`src/hsv2rgb_pkg.sv`:
```
// shared constants for the hsv to rgb pixel converter
package hsv2rgb_pkg;

    localparam int HUE_W               = 18;
    localparam int LEVEL_W             = 12;
    localparam int CHAN_W              = 8;
    localparam int SECTOR_W            = 3;
    localparam int HUE_FRAC_BITS_DEF   = 6;
    localparam int LEVEL_FRAC_BITS_DEF = 10;

    // 60 degree sectors of the hue circle, magenta to red is the remaining one
    localparam logic [SECTOR_W-1:0] SEC_RED_YEL = 3'd0;
    localparam logic [SECTOR_W-1:0] SEC_YEL_GRN = 3'd1;
    localparam logic [SECTOR_W-1:0] SEC_GRN_CYN = 3'd2;
    localparam logic [SECTOR_W-1:0] SEC_CYN_BLU = 3'd3;
    localparam logic [SECTOR_W-1:0] SEC_BLU_MAG = 3'd4;

endpackage

```
`src/hsv2rgb_pipe_ctrl.sv`:
```
// valid and stall control for an elastic register pipeline
module hsv2rgb_pipe_ctrl #(
    parameter int STAGES = 3
) (
    input  logic              i_clk,
    input  logic              i_rst_n,
    input  logic              i_valid,
    output logic              o_stall,
    input  logic              i_stall,
    output logic [STAGES-1:0] o_en,
    output logic [STAGES-1:0] o_valid
);

    logic [STAGES-1:0] r_valid;
    logic [STAGES-1:0] n_valid;
    logic [STAGES-1:0] rdy;

    always_comb begin
        rdy[STAGES-1] = !i_stall || !r_valid[STAGES-1];
        for (int k = STAGES - 2; k >= 0; k--) begin
            rdy[k] = !r_valid[k] || rdy[k+1];
        end
    end

    always_comb begin
        for (int k = 0; k < STAGES; k++) begin
            if (!rdy[k]) begin
                n_valid[k] = r_valid[k];
            end else if (k == 0) begin
                n_valid[k] = i_valid;
            end else begin
                n_valid[k] = r_valid[k-1];
            end
        end
    end

    always_ff @(posedge i_clk) begin
        if (!i_rst_n) begin
            r_valid <= '0;
        end else begin
            r_valid <= n_valid;
        end
    end

    assign o_stall = !rdy[0];
    assign o_en    = rdy;
    assign o_valid = r_valid;

    a_stall_only_when_full: assert property (@(posedge i_clk) disable iff (!i_rst_n)
        o_stall |-> &r_valid)
        else $error("upstream stalled while a stage is empty");

    a_accept_enters: assert property (@(posedge i_clk) disable iff (!i_rst_n)
        i_valid && !o_stall |=> r_valid[0])
        else $error("accepted word missing from first stage");

    a_last_holds: assert property (@(posedge i_clk) disable iff (!i_rst_n)
        r_valid[STAGES-1] && i_stall |=> r_valid[STAGES-1])
        else $error("stalled output word dropped");

endmodule

```
`src/hsv2rgb_hue_wrap.sv`:
```
// level clamp, hue wrap and split of the hue into sector and remainder
module hsv2rgb_hue_wrap #(
    parameter int HUE_FRAC_BITS   = hsv2rgb_pkg::HUE_FRAC_BITS_DEF,
    parameter int LEVEL_FRAC_BITS = hsv2rgb_pkg::LEVEL_FRAC_BITS_DEF
) (
    input  logic                                      i_clk,
    input  logic                                      i_rst_n,
    input  logic                                      i_valid,
    output logic                                      o_stall,
    input  logic signed [hsv2rgb_pkg::HUE_W-1:0]      i_hue_angle,
    input  logic signed [hsv2rgb_pkg::LEVEL_W-1:0]    i_saturation,
    input  logic signed [hsv2rgb_pkg::LEVEL_W-1:0]    i_brightness,
    output logic                                      o_valid,
    input  logic                                      i_stall,
    output logic [hsv2rgb_pkg::SECTOR_W-1:0]          o_sector,
    output logic [$clog2(60 << HUE_FRAC_BITS)-1:0]    o_rem,
    output logic [LEVEL_FRAC_BITS:0]                  o_sat,
    output logic [LEVEL_FRAC_BITS:0]                  o_val
);

    localparam int STAGES = 5;
    localparam int FT     = 360 << HUE_FRAC_BITS;
    localparam int D      = 60 << HUE_FRAC_BITS;
    localparam int HALF   = 2 ** (hsv2rgb_pkg::HUE_W - 1);
    localparam int OFF    = ((HALF + FT - 1) / FT) * FT;
    localparam int UW     = $clog2(OFF + HALF);
    localparam int M      = (2 ** UW) / FT;
    localparam int MW     = $clog2(M + 1);
    localparam int WW0    = ($clog2(2 * FT) < UW) ? $clog2(2 * FT) : UW;
    localparam int WW     = $clog2(FT);
    localparam int RW     = $clog2(D);
    localparam int LVW    = LEVEL_FRAC_BITS + 1;
    localparam int ONE    = 2 ** LEVEL_FRAC_BITS;
    localparam int CW     = (hsv2rgb_pkg::LEVEL_W - 1 > LVW) ? hsv2rgb_pkg::LEVEL_W - 1 : LVW;

    localparam logic [MW-1:0] M_C  = MW'(M);
    localparam logic [UW-1:0] FT_U = UW'(FT);

    function automatic logic [LVW-1:0] clamp_level(
        input logic signed [hsv2rgb_pkg::LEVEL_W-1:0] x
    );
        logic [CW-1:0] mag;
        mag = CW'(x[hsv2rgb_pkg::LEVEL_W-2:0]);
        if (x[hsv2rgb_pkg::LEVEL_W-1]) begin
            clamp_level = '0;
        end else if (mag > CW'(ONE)) begin
            clamp_level = LVW'(ONE);
        end else begin
            clamp_level = LVW'(mag);
        end
    endfunction

    logic [STAGES-1:0] en;
    logic [STAGES-1:0] vld;

    hsv2rgb_pipe_ctrl #(
        .STAGES (STAGES)
    ) u_ctrl (
        .i_clk   (i_clk),
        .i_rst_n (i_rst_n),
        .i_valid (i_valid),
        .o_stall (o_stall),
        .i_stall (i_stall),
        .o_en    (en),
        .o_valid (vld)
    );

    logic [LVW-1:0] r_sat [STAGES];
    logic [LVW-1:0] r_val [STAGES];

    always_ff @(posedge i_clk) begin
        if (en[0]) begin
            r_sat[0] <= clamp_level(i_saturation);
            r_val[0] <= clamp_level(i_brightness);
        end
        for (int k = 1; k < STAGES; k++) begin
            if (en[k]) begin
                r_sat[k] <= r_sat[k-1];
                r_val[k] <= r_val[k-1];
            end
        end
    end

    // offset hue, always nonnegative and a multiple of a full turn above the input
    logic [UW-1:0] r1_u;
    logic [UW-1:0] n1_u;

    assign n1_u = UW'(int'(i_hue_angle) + OFF);

    always_ff @(posedge i_clk) begin
        if (en[0]) begin
            r1_u <= n1_u;
        end
    end

    // quotient estimate by reciprocal, low by at most one
    logic [UW+MW-1:0] n2_prod;
    logic [UW-1:0]    r2_u;
    logic [MW-1:0]    r2_qe;

    assign n2_prod = {{MW{1'b0}}, r1_u} * {{UW{1'b0}}, M_C};

    always_ff @(posedge i_clk) begin
        if (en[1]) begin
            r2_u  <= r1_u;
            r2_qe <= n2_prod[UW +: MW];
        end
    end

    logic [UW+MW-1:0] n3_qft;
    logic [UW-1:0]    n3_diff;
    logic [WW0-1:0]   r3_w0;

    assign n3_qft  = {{UW{1'b0}}, r2_qe} * {{MW{1'b0}}, FT_U};
    assign n3_diff = r2_u - n3_qft[UW-1:0];

    always_ff @(posedge i_clk) begin
        if (en[2]) begin
            r3_w0 <= n3_diff[WW0-1:0];
        end
    end

    logic [WW0-1:0] n4_sub;
    logic [WW-1:0]  r4_w;

    assign n4_sub = r3_w0 - WW0'(FT);

    always_ff @(posedge i_clk) begin
        if (en[3]) begin
            r4_w <= (r3_w0 >= WW0'(FT)) ? n4_sub[WW-1:0] : r3_w0[WW-1:0];
        end
    end

    logic [hsv2rgb_pkg::SECTOR_W-1:0] n5_sec;
    logic [WW-1:0]                    n5_base;
    logic [WW-1:0]                    n5_rem;
    logic [hsv2rgb_pkg::SECTOR_W-1:0] r5_sec;
    logic [RW-1:0]                    r5_rem;

    always_comb begin
        n5_sec  = '0;
        n5_base = '0;
        for (int k = 1; k < 6; k++) begin
            if (r4_w >= WW'(k * D)) begin
                n5_sec  = hsv2rgb_pkg::SECTOR_W'(k);
                n5_base = WW'(k * D);
            end
        end
    end

    assign n5_rem = r4_w - n5_base;

    always_ff @(posedge i_clk) begin
        if (en[4]) begin
            r5_sec <= n5_sec;
            r5_rem <= n5_rem[RW-1:0];
        end
    end

    assign o_valid  = vld[STAGES-1];
    assign o_sector = r5_sec;
    assign o_rem    = r5_rem;
    assign o_sat    = r_sat[STAGES-1];
    assign o_val    = r_val[STAGES-1];

endmodule

```
`src/hsv2rgb_chan_calc.sv`:
```
// p, q, t and v products, scaling to 8 bits and channel selection by sector
module hsv2rgb_chan_calc #(
    parameter int HUE_FRAC_BITS   = hsv2rgb_pkg::HUE_FRAC_BITS_DEF,
    parameter int LEVEL_FRAC_BITS = hsv2rgb_pkg::LEVEL_FRAC_BITS_DEF
) (
    input  logic                                   i_clk,
    input  logic                                   i_rst_n,
    input  logic                                   i_valid,
    output logic                                   o_stall,
    input  logic [hsv2rgb_pkg::SECTOR_W-1:0]       i_sector,
    input  logic [$clog2(60 << HUE_FRAC_BITS)-1:0] i_rem,
    input  logic [LEVEL_FRAC_BITS:0]               i_sat,
    input  logic [LEVEL_FRAC_BITS:0]               i_val,
    output logic                                   o_valid,
    input  logic                                   i_stall,
    output logic [hsv2rgb_pkg::CHAN_W-1:0]         o_red,
    output logic [hsv2rgb_pkg::CHAN_W-1:0]         o_green,
    output logic [hsv2rgb_pkg::CHAN_W-1:0]         o_blue
);

    localparam int     STAGES = 3;
    localparam int     CH     = hsv2rgb_pkg::CHAN_W;
    localparam int     SW     = hsv2rgb_pkg::SECTOR_W;
    localparam int     D      = 60 << HUE_FRAC_BITS;
    localparam int     ONE    = 2 ** LEVEL_FRAC_BITS;
    localparam longint ONED   = longint'(ONE) * longint'(D);
    localparam int     LVW    = LEVEL_FRAC_BITS + 1;
    localparam int     RW     = $clog2(D);
    localparam int     DW     = $clog2(D + 1);
    localparam int     NW     = $clog2(ONED + 1);
    localparam int     PW     = LVW + NW;
    localparam int     SHQ    = 2 * LEVEL_FRAC_BITS + HUE_FRAC_BITS + 2;

    logic [STAGES-1:0] en;
    logic [STAGES-1:0] vld;

    hsv2rgb_pipe_ctrl #(
        .STAGES (STAGES)
    ) u_ctrl (
        .i_clk   (i_clk),
        .i_rst_n (i_rst_n),
        .i_valid (i_valid),
        .o_stall (o_stall),
        .i_stall (i_stall),
        .o_en    (en),
        .o_valid (vld)
    );

    // s*f and s*(1-f) terms
    logic [DW-1:0]     n1_drem;
    logic [LVW+RW-1:0] n1_sr;
    logic [LVW+DW-1:0] n1_sd;
    logic [NW-1:0]     r1_nq;
    logic [NW-1:0]     r1_nt;
    logic [LVW-1:0]    r1_np;
    logic [LVW-1:0]    r1_val;
    logic [SW-1:0]     r1_sec;

    assign n1_drem = DW'(D) - DW'(i_rem);
    assign n1_sr   = {{RW{1'b0}}, i_sat} * {{LVW{1'b0}}, i_rem};
    assign n1_sd   = {{DW{1'b0}}, i_sat} * {{LVW{1'b0}}, n1_drem};

    always_ff @(posedge i_clk) begin
        if (en[0]) begin
            r1_nq  <= NW'(ONED) - NW'(n1_sr);
            r1_nt  <= NW'(ONED) - NW'(n1_sd);
            r1_np  <= LVW'(ONE) - i_sat;
            r1_val <= i_val;
            r1_sec <= i_sector;
        end
    end

    logic [PW-1:0]    r2_pq;
    logic [PW-1:0]    r2_pt;
    logic [2*LVW-1:0] r2_pp;
    logic [LVW-1:0]   r2_val;
    logic [SW-1:0]    r2_sec;

    always_ff @(posedge i_clk) begin
        if (en[1]) begin
            r2_pq  <= {{NW{1'b0}}, r1_val} * {{LVW{1'b0}}, r1_nq};
            r2_pt  <= {{NW{1'b0}}, r1_val} * {{LVW{1'b0}}, r1_nt};
            r2_pp  <= {{LVW{1'b0}}, r1_val} * {{LVW{1'b0}}, r1_np};
            r2_val <= r1_val;
            r2_sec <= r1_sec;
        end
    end

    // 255 / (15 * 2^k) reduces to 17 / 2^k for q and t
    logic [PW+4:0]    n3_q17;
    logic [PW+4:0]    n3_t17;
    logic [2*LVW+7:0] n3_p255;
    logic [LVW+7:0]   n3_v255;
    logic [CH-1:0]    cq;
    logic [CH-1:0]    ct;
    logic [CH-1:0]    cp;
    logic [CH-1:0]    cv;
    logic [CH-1:0]    n3_red;
    logic [CH-1:0]    n3_green;
    logic [CH-1:0]    n3_blue;
    logic [CH-1:0]    r3_red;
    logic [CH-1:0]    r3_green;
    logic [CH-1:0]    r3_blue;

    assign n3_q17  = (PW+5)'({r2_pq, 4'b0000}) + (PW+5)'(r2_pq);
    assign n3_t17  = (PW+5)'({r2_pt, 4'b0000}) + (PW+5)'(r2_pt);
    assign n3_p255 = {r2_pp, 8'b0000_0000} - (2*LVW+8)'(r2_pp);
    assign n3_v255 = {r2_val, 8'b0000_0000} - (LVW+8)'(r2_val);

    assign cq = n3_q17[SHQ +: CH];
    assign ct = n3_t17[SHQ +: CH];
    assign cp = n3_p255[2*LEVEL_FRAC_BITS +: CH];
    assign cv = n3_v255[LEVEL_FRAC_BITS +: CH];

    always_comb begin
        case (r2_sec)
            hsv2rgb_pkg::SEC_RED_YEL: begin
                n3_red = cv; n3_green = ct; n3_blue = cp;
            end
            hsv2rgb_pkg::SEC_YEL_GRN: begin
                n3_red = cq; n3_green = cv; n3_blue = cp;
            end
            hsv2rgb_pkg::SEC_GRN_CYN: begin
                n3_red = cp; n3_green = cv; n3_blue = ct;
            end
            hsv2rgb_pkg::SEC_CYN_BLU: begin
                n3_red = cp; n3_green = cq; n3_blue = cv;
            end
            hsv2rgb_pkg::SEC_BLU_MAG: begin
                n3_red = ct; n3_green = cp; n3_blue = cv;
            end
            default: begin
                n3_red = cv; n3_green = cp; n3_blue = cq;
            end
        endcase
    end

    always_ff @(posedge i_clk) begin
        if (en[2]) begin
            r3_red   <= n3_red;
            r3_green <= n3_green;
            r3_blue  <= n3_blue;
        end
    end

    assign o_valid = vld[STAGES-1];
    assign o_red   = r3_red;
    assign o_green = r3_green;
    assign o_blue  = r3_blue;

endmodule

```
`src/hsv_to_rgb_pixel_converter_unit.sv`:
```
// top level of the hsv to rgb pixel converter
// throughput: one word per cycle unless stalled, five hue stages then three channel stages
// empty stages fill while the output is stalled, stall reaches the input only when all are full
// reset: synchronous, active low, clears the stage valid bits only
module hsv_to_rgb_pixel_converter_unit #(
    parameter int HUE_FRAC_BITS   = hsv2rgb_pkg::HUE_FRAC_BITS_DEF,
    parameter int LEVEL_FRAC_BITS = hsv2rgb_pkg::LEVEL_FRAC_BITS_DEF
) (
    input  logic                                   i_clk,
    input  logic                                   i_rst_n,
    input  logic                                   i_valid,
    output logic                                   o_stall,
    input  logic signed [hsv2rgb_pkg::HUE_W-1:0]   i_hue_angle,
    input  logic signed [hsv2rgb_pkg::LEVEL_W-1:0] i_saturation,
    input  logic signed [hsv2rgb_pkg::LEVEL_W-1:0] i_brightness,
    output logic                                   o_valid,
    input  logic                                   i_stall,
    output logic [hsv2rgb_pkg::CHAN_W-1:0]         o_red,
    output logic [hsv2rgb_pkg::CHAN_W-1:0]         o_green,
    output logic [hsv2rgb_pkg::CHAN_W-1:0]         o_blue
);

    logic                                   hue_valid;
    logic                                   chan_stall;
    logic [hsv2rgb_pkg::SECTOR_W-1:0]       hue_sector;
    logic [$clog2(60 << HUE_FRAC_BITS)-1:0] hue_rem;
    logic [LEVEL_FRAC_BITS:0]               hue_sat;
    logic [LEVEL_FRAC_BITS:0]               hue_val;

    hsv2rgb_hue_wrap #(
        .HUE_FRAC_BITS   (HUE_FRAC_BITS),
        .LEVEL_FRAC_BITS (LEVEL_FRAC_BITS)
    ) u_hue (
        .i_clk        (i_clk),
        .i_rst_n      (i_rst_n),
        .i_valid      (i_valid),
        .o_stall      (o_stall),
        .i_hue_angle  (i_hue_angle),
        .i_saturation (i_saturation),
        .i_brightness (i_brightness),
        .o_valid      (hue_valid),
        .i_stall      (chan_stall),
        .o_sector     (hue_sector),
        .o_rem        (hue_rem),
        .o_sat        (hue_sat),
        .o_val        (hue_val)
    );

    hsv2rgb_chan_calc #(
        .HUE_FRAC_BITS   (HUE_FRAC_BITS),
        .LEVEL_FRAC_BITS (LEVEL_FRAC_BITS)
    ) u_chan (
        .i_clk    (i_clk),
        .i_rst_n  (i_rst_n),
        .i_valid  (hue_valid),
        .o_stall  (chan_stall),
        .i_sector (hue_sector),
        .i_rem    (hue_rem),
        .i_sat    (hue_sat),
        .i_val    (hue_val),
        .o_valid  (o_valid),
        .i_stall  (i_stall),
        .o_red    (o_red),
        .o_green  (o_green),
        .o_blue   (o_blue)
    );

endmodule

```
`config.mk`:
```
export PLATFORM = sky130hd
export DESIGN_NAME = hsv_to_rgb_pixel_converter_unit
export DESIGN_NICKNAME = d
export VERILOG_FILES = /design/src/hsv2rgb_pkg.sv /design/src/hsv2rgb_pipe_ctrl.sv /design/src/hsv2rgb_hue_wrap.sv /design/src/hsv2rgb_chan_calc.sv /design/src/hsv_to_rgb_pixel_converter_unit.sv
export SDC_FILE = /design/constraint.sdc
export NUM_CORES = 2
export LEC_CHECK = 0
export BUFFER_PORTS_ARGS = -buffer_cell sky130_fd_sc_hd__buf_2
export CORE_ASPECT_RATIO = 1.25
export CORE_MARGIN = 4
export CORE_UTILIZATION = 40
export DETAILED_ROUTE_END_ITERATION = 12
export PLACE_DENSITY = 0.68
export SYNTH_ARGS = -nofsm -noshare
export SYNTH_HDL_FRONTEND = slang
export SYNTH_SLANG_ARGS = --single-unit
```
`constraint.sdc`:
```
create_clock -name i_clk -period 6.15 [get_ports i_clk]
set_input_delay 0.615 -clock i_clk [delete_from_list [all_inputs] [get_ports i_clk]]
set_output_delay 0.615 -clock i_clk [all_outputs]
set_load 0.005 [all_outputs]
```
# Word-level counts from Yosys, hierarchy flattened
# Memory sizes are Yosys's and may differ from the RTL's. A register that Yosys moved wholly into a read port is not among the register bits.
# Cells that the tools add are included.
# totals
register_bits	278
ramBits	110
in_bits	46
out_inout_bits	26
word_cells	114
memories	2
# mem_list
name	depth	width	read_ports	rd_clocked_by_memory_dff	wr	line	source
u_hue.r_sat	5	11	5	0	5	hsv2rgb_hue_wrap.sv:68	logic [LVW-1:0] r_sat [STAGES];
u_hue.r_val	5	11	5	1	5	hsv2rgb_hue_wrap.sv:69	logic [LVW-1:0] r_val [STAGES];
# classes
n_addsub	12
multipliers	7
n_lt_le_gt_ge	8
eq_ne	4
muxes	29
reduce_logical	24
# ops
op	count
adder 36 x 33 -> 36 bit	2
case mux 8 bit (3 select lines)	3
multiplier 11 x 22 -> 33 bit	2
2-to-1 mux 11 bit	6
2-to-1 mux 12 bit	5
multiplier 11 x 12 -> 22 bit	2
subtractor 22 bit, first input constant	2
>= comparator 15 x 14 -> 1 bit, second input constant	2
subtractor 28 x 22 -> 28 bit	1
multiplier 19 x 4 -> 23 bit, second input constant	1
> comparator 11 bit, second input constant	2
multiplier 11 x 11 -> 22 bit	1
adder 18 x 19 -> 19 bit, second input constant	1
subtractor 18 x 11 -> 18 bit	1
>= comparator 16 x 15 -> 1 bit, second input constant	1
subtractor 16 bit	1
>= comparator 15 x 12 -> 1 bit, second input constant	1
>= comparator 15 x 13 -> 1 bit, second input constant	1
>= comparator 15 bit, second input constant	1
2-to-1 mux 15 bit	1
subtractor 15 bit, second input constant	1
2-to-1 mux 1 bit	12
subtractor 12 bit	1
subtractor 12 bit, first input constant	1
10 further kinds	32

# Depth between registers and ports, before layout
# depth
word_depth	11
mapped_depth	28
mapped_depth_nobuf	26

# Cells and area by module
# From an unflattened synthesis, not the netlist that was laid out.
# unflattened
cells_unflattened	4524
hier_area_um2	45813.9
# modules_own_cells
module	instances	cells_per_inst	area_per_inst_um2	seq_area_each_um2
hsv2rgb_chan_calc	1	3934	36835.3	5795.6
hsv2rgb_hue_wrap	1	555	8659.6	5885.6
hsv2rgb_pipe_ctrl at u_hue.u_ctrl	1	23	205.2	100.1
hsv2rgb_pipe_ctrl at u_chan.u_ctrl	1	12	113.9	60.1

# Worst setup path before layout
# OpenSTA, ideal clock, no wires.
# synth_path
path_kind	reg-to-reg
from	register u_hue.r5_rem[3], in the netlist u_hue.o_rem[3]
to	register u_chan.r1_nt[21], data pin
setup_time_ns	0.259
arrival_time_ns	6.056
required_ns	5.891
setup_slack_ns	-0.166
stages_incl_launch_ff	23
path_buffers	1
path_cell_list	edfxtp_1 or4_1 nor4_1 xnor2_1 clkbuf_1 and2_1 fa_1 fa_1 inv_1 fa_1 fa_1 inv_1 fa_1 inv_1 ha_1 a21o_1 a31oi_1 nor2_1 a211oi_1 a211oi_1 a211oi_1 a21oi_1 xnor2_1
# synth_between
elab_chain_len	3
# synth_rtl
item	line	source
from (decl)	hsv2rgb_hue_wrap.sv:138	logic [RW-1:0] r5_rem;
from (signal assigned)	hsv2rgb_hue_wrap.sv:156	r5_rem <= n5_rem[RW-1:0];
subtractor 12 bit	hsv2rgb_chan_calc.sv:59	assign n1_drem = DW'(D) - DW'(i_rem);
multiplier 11 x 12 -> 22 bit	hsv2rgb_chan_calc.sv:61	assign n1_sd = {{DW{1'b0}}, i_sat} * {{LVW{1'b0}}, n1_drem};
subtractor 22 bit	hsv2rgb_chan_calc.sv:66	r1_nt <= NW'(ONED) - NW'(n1_sd);
to (signal assigned)	hsv2rgb_chan_calc.sv:66	
to (decl)	hsv2rgb_chan_calc.sv:54	logic [NW-1:0] r1_nt;
# No other way between the ends.
# A chain may end at the register's enable or synchronous reset.

# Worst setup path in the final report
# layout_path
from	register u_hue.r5_rem[5], in the netlist u_hue.o_rem[5]
to	register u_chan.r1_nt[21], data pin
# The elaborated chain is that of the path after synthesis.

==> impl_metrics.tcl <==
set metrics [dict create \
    numClockSinks 397 \
    worst_setup_path_start_kind "flip-flop" \
    die_x_um 310.4 \
    yosysWarningCount 0 \
    postSynthRegisterBits 397 \
    post_synth_inst_count 4518 \
    top_fanout_value_on_the_critical_path 4 \
    final_cell_count_no_fill 6139 \
    worst_slew_pin_slew_ns 1.072 \
    int_pwr_uw 12060 \
    ys_seq_area_share_pct 25.90 \
    initial_core_util_pct 40.30 \
    place.detailed.instances 6005 \
    synth_fp_nets 5676 \
    cp.arrival_ns 6.42 \
    share_seq_of_total_power_pct 24.0 \
    numCtsBuffers 48 \
    slew-limit-headroom_pct 28.33 \
    h_tree_depth_reported_by_cts 2 \
    netlist.area_leader.share_pct 28.16 \
    layout.nets 5788 \
    detail_route.wirelength_mm 98.31 \
    cts.path.max_buffers 3 \
    power.net_switching_uw 9403 \
    ir_drop_uv 344.7 \
    antennaDiodeCount 0 \
    worst_setup_path_class "reg2reg" \
    num_rows 138 \
    fmaxAchievable_mhz 165.1 \
    power.combinational.fraction_pct 62.6 \
    grt_remaining_overflow 0 \
    chipHeight_um 386.0 \
    vias_per_cell 5.055 \
    grt_pass1_wl_mm 162.0 \
    synth.cell_area_um2 45720 \
    power.share.clock_pct 13.4 \
    hpwl_mm 76.88 \
    grt_antenna_before_repair 0 \
    drc_errors 0 \
    clk-insertion-delay-late_ns 0.62 \
    final.setup_skew_ns 0.02458 \
    endpoint_kind "flip-flop" \
    port-buffer-count 71 \
    synth-async-reset-ratio_pct 0 \
    syn-mean-instance-area_um2 10.12 \
    finalHoldWorstSlack_ns 0.1756 \
    finalCritPeriodShare_pct 98.50 \
    cell_taking_the_most_area_after_synthesis "sky130_fd_sc_hd__fa_1" \
    cts_tree "done" \
    switching_share_pct 43.81 \
    dr_total_vias 31030 \
    synth-edff-count 389 \
    layout_min_cycle_time_ns 6.058 \
    groute.usage.overall_pct 16.50 \
    final_cell_mix "sky130_fd_sc_hd__inv_1 (834), sky130_fd_sc_hd__fa_1 (636), sky130_fd_sc_hd__nand2_1 (571)" \
    postCtsHoldBufs 0 \
    cts_root_buf "sky130_fd_sc_hd__clkbuf_16" \
    area_growth_syn_to_layout_pct 11.39 \
    final_layout_size_suffix_gt1_share_pct 9.081 \
    outcome "finished, final reports clean" \
    antenna_left 0 \
    final-setup-viol-count 0 \
    required_ns 6.51 \
    unrepaired_setup_endpoints_after_global_routing "true" \
    drt_first_iter_violations 1379 \
    report.final.hold_viol_count 0 \
    max_cap_violations 0 \
    drt_pass1_iterations 5 \
    grt_pass1_vias 33000 \
    cellPowerDensity_nw_per_um2 421.4 \
    dieArea_um2 119800 \
    io-pin-count 72 \
    synth-main-ff-cell "sky130_fd_sc_hd__edfxtp_1" \
    grt_max_degree 69 \
    timing_max_transition_violations_final 0 \
    synth.lib_cells_used.distinct 76 \
    top_cells_by_area_synth "sky130_fd_sc_hd__fa_1 (28%), sky130_fd_sc_hd__edfxtp_1 (26%), sky130_fd_sc_hd__ha_1 (13%)" \
    clk_transition_reported_paths_ns 0.06 \
    leakagePower_uw 0.02403 \
    avgRoutedWirePerCell_um 16.01 \
    leading_cell_type_in_the_layout_fill_and_taps_excluded "sky130_fd_sc_hd__inv_1" \
    timing.hold.worst.class "in2reg" \
    filler_cell_count 10410 \
    gpl.final_weighted_congestion 0.8904 \
    core_um2 113400 \
]
-- cell usage after synthesis (8+ instances only) --
| master | n |
|---|---|
| sky130_fd_sc_hd__inv_1 | 836 |
| sky130_fd_sc_hd__fa_1 | 643 |
| sky130_fd_sc_hd__nand2_1 | 575 |
| sky130_fd_sc_hd__ha_1 | 469 |
| sky130_fd_sc_hd__and2_1 | 420 |
| sky130_fd_sc_hd__edfxtp_1 | 389 |
| sky130_fd_sc_hd__clkbuf_1 | 188 |
| sky130_fd_sc_hd__a21oi_1 | 147 |
| sky130_fd_sc_hd__xnor2_1 | 134 |
| sky130_fd_sc_hd__nor2_1 | 114 |
| sky130_fd_sc_hd__o21ai_0 | 64 |
| sky130_fd_sc_hd__xor2_1 | 54 |
| sky130_fd_sc_hd__nand3_1 | 45 |
| sky130_fd_sc_hd__a21o_1 | 40 |
| sky130_fd_sc_hd__nor3_1 | 35 |
| sky130_fd_sc_hd__o21a_1 | 33 |
| sky130_fd_sc_hd__a211oi_1 | 30 |
| sky130_fd_sc_hd__nor2b_1 | 30 |
| sky130_fd_sc_hd__nand2b_1 | 19 |
| sky130_fd_sc_hd__a31oi_1 | 17 |
| sky130_fd_sc_hd__o31ai_1 | 15 |
| sky130_fd_sc_hd__nor4_1 | 14 |
| sky130_fd_sc_hd__o211ai_1 | 14 |
| sky130_fd_sc_hd__o21bai_1 | 13 |
| sky130_fd_sc_hd__and3_1 | 12 |
| sky130_fd_sc_hd__nand4_1 | 12 |
| sky130_fd_sc_hd__or3_1 | 11 |
| sky130_fd_sc_hd__o21ai_1 | 9 |
| sky130_fd_sc_hd__dfxtp_1 | 8 |
-- final timing paths --
path / start / end / cells past startpoint / slack [ns]
worst max-delay path: u_hue.o_rem[5] / u_chan.r1_nt[21] / 21 / 0.09
worst min-delay path: i_hue_angle[0] / u_hue.r1_u[0] / 1 / 0.18
worst max register to register: u_hue.o_rem[5] / u_chan.r1_nt[21] / 21 / 0.09
worst min register to register: u_hue.r_val[1][4] / u_hue.r_val[2][4] / 0 / 0.41
-- cell families (layout without fill, tap and decap cells) --
group                    after synthesis  in the layout  share of synthesized area (%)
AO/OA/AOI/OAI                        467            467                          6.725
XOR/XNOR                             188            188                          3.602
adder cells (fa/ha/maj)             1112           1112                          40.99
buffers and inverters               1026           1177                          8.424
flip-flops                           397            397                          25.90
multiplexers                           8              8                         0.1779
AND/OR/NAND/NOR                     1320           1320                          14.18
-- final cells by class --
| type | count | area, µm² | share of cell area (%) |
|---|---|---|---|
| timing repair buffer | 251 | 1989 | 3.907 |
| inverter | 837 | 3144 | 6.174 |
| tap | 1470 | 1839 | 3.612 |
| clock buffer | 54 | 1245 | 2.445 |
| clock inverter | 35 | 382.9 | 0.7518 |
| multi-input combinational | 3095 | 30480 | 59.86 |
| sequential | 397 | 11840 | 23.25 |
-- sequential cells by signal (all words and copies together) (netlist names), 5 cells and up --
register,count
u_hue.r_sat,55
u_hue.r_val,55
u_chan.r2_pt,33
u_chan.r2_pq,32
u_chan.r1_nt,22
u_chan.r2_pp,22
u_chan.r1_nq,21
u_hue.r1_u,19
u_hue.r2_u,16
u_hue.r3_w0,16
u_hue.r4_w,15
u_hue.o_rem,12
u_chan.r1_np,11
u_chan.r1_val,11
u_chan.r2_val,11
u_chan.o_blue,8
u_chan.o_green,8
u_chan.o_red,8
u_hue.r2_qe,5
u_hue.u_ctrl.o_valid,5
-- per-stage QoR --
| stage | setup WS, ns | area (µm²) | power (µW) | setup TNS [ns] | utilization (%) |
|---|---|---|---|---|---|
| 6_report | 0.09245 | 50930 | 21460 | 0 | 44.89 |
| 5_1_grt | -0.1453 | 50930 | 23650 | -0.8883 | 44.89 |
| 4_1_cts | 0.003936 | 50050 | 20710 | 0 | 44.12 |
| 3_5_place_dp | -0.2308 | 48340 | 17650 | -0.8973 | 42.61 |
| 3_3_place_gp | -0.1658 | 48340 | 17260 | -0.4156 | 42.61 |
| 2_1_floorplan | 0.02036 | 45730 | 14200 | 0 | - |
-- power groups by stage --
stage,Sequential [µW],Clock [µW],Combinational [µW]
2_1_floorplan,4520,0,9680
3_3_place_gp,5180,0,12100
3_5_place_dp,5200,0,12500
4_1_cts,5150,2970,12600
5_1_grt,5220,3090,15300
6_report,5150,2880,13400
-- layer usage --
layer	global-route usage, %	routed length (µm)	share of wire [%]
met1	19.89	39850	41
met2	30.26	50820	52
met3	2.319	4001	4.1
met4	5.350	3640	3.7
met5	0	0	0
-- worst max-delay path, stage by stage, from the launching register on --
cell and delay (ns):
sky130_fd_sc_hd__edfxtp_1 0.38, sky130_fd_sc_hd__or4_4 0.56, sky130_fd_sc_hd__nor4_4 0.30, sky130_fd_sc_hd__buf_4 0.18, sky130_fd_sc_hd__nand2b_4 0.06, sky130_fd_sc_hd__nand2_4 0.07
sky130_fd_sc_hd__xor2_2 0.18, sky130_fd_sc_hd__buf_4 0.16, sky130_fd_sc_hd__and2_4 0.13, sky130_fd_sc_hd__fa_1 0.42, sky130_fd_sc_hd__fa_1 0.50, sky130_fd_sc_hd__inv_1 0.05
sky130_fd_sc_hd__fa_1 0.53, sky130_fd_sc_hd__fa_1 0.44, sky130_fd_sc_hd__fa_1 0.57, sky130_fd_sc_hd__ha_4 0.23, sky130_fd_sc_hd__and3_4 0.16, sky130_fd_sc_hd__a211oi_4 0.24
sky130_fd_sc_hd__a211oi_2 0.13, sky130_fd_sc_hd__a211oi_2 0.29, sky130_fd_sc_hd__a21oi_2 0.10, sky130_fd_sc_hd__xnor2_1 0.12
-- repair_timing --
item                                    4_1_cts  5_1_grt
buffers inserted                              3       37
endpoints found under the setup margin        7       16
gates resized for setup                       7       95
pin swaps                                     0       71
cloned                                        1        5
Power figures use the tool's default switching activity.
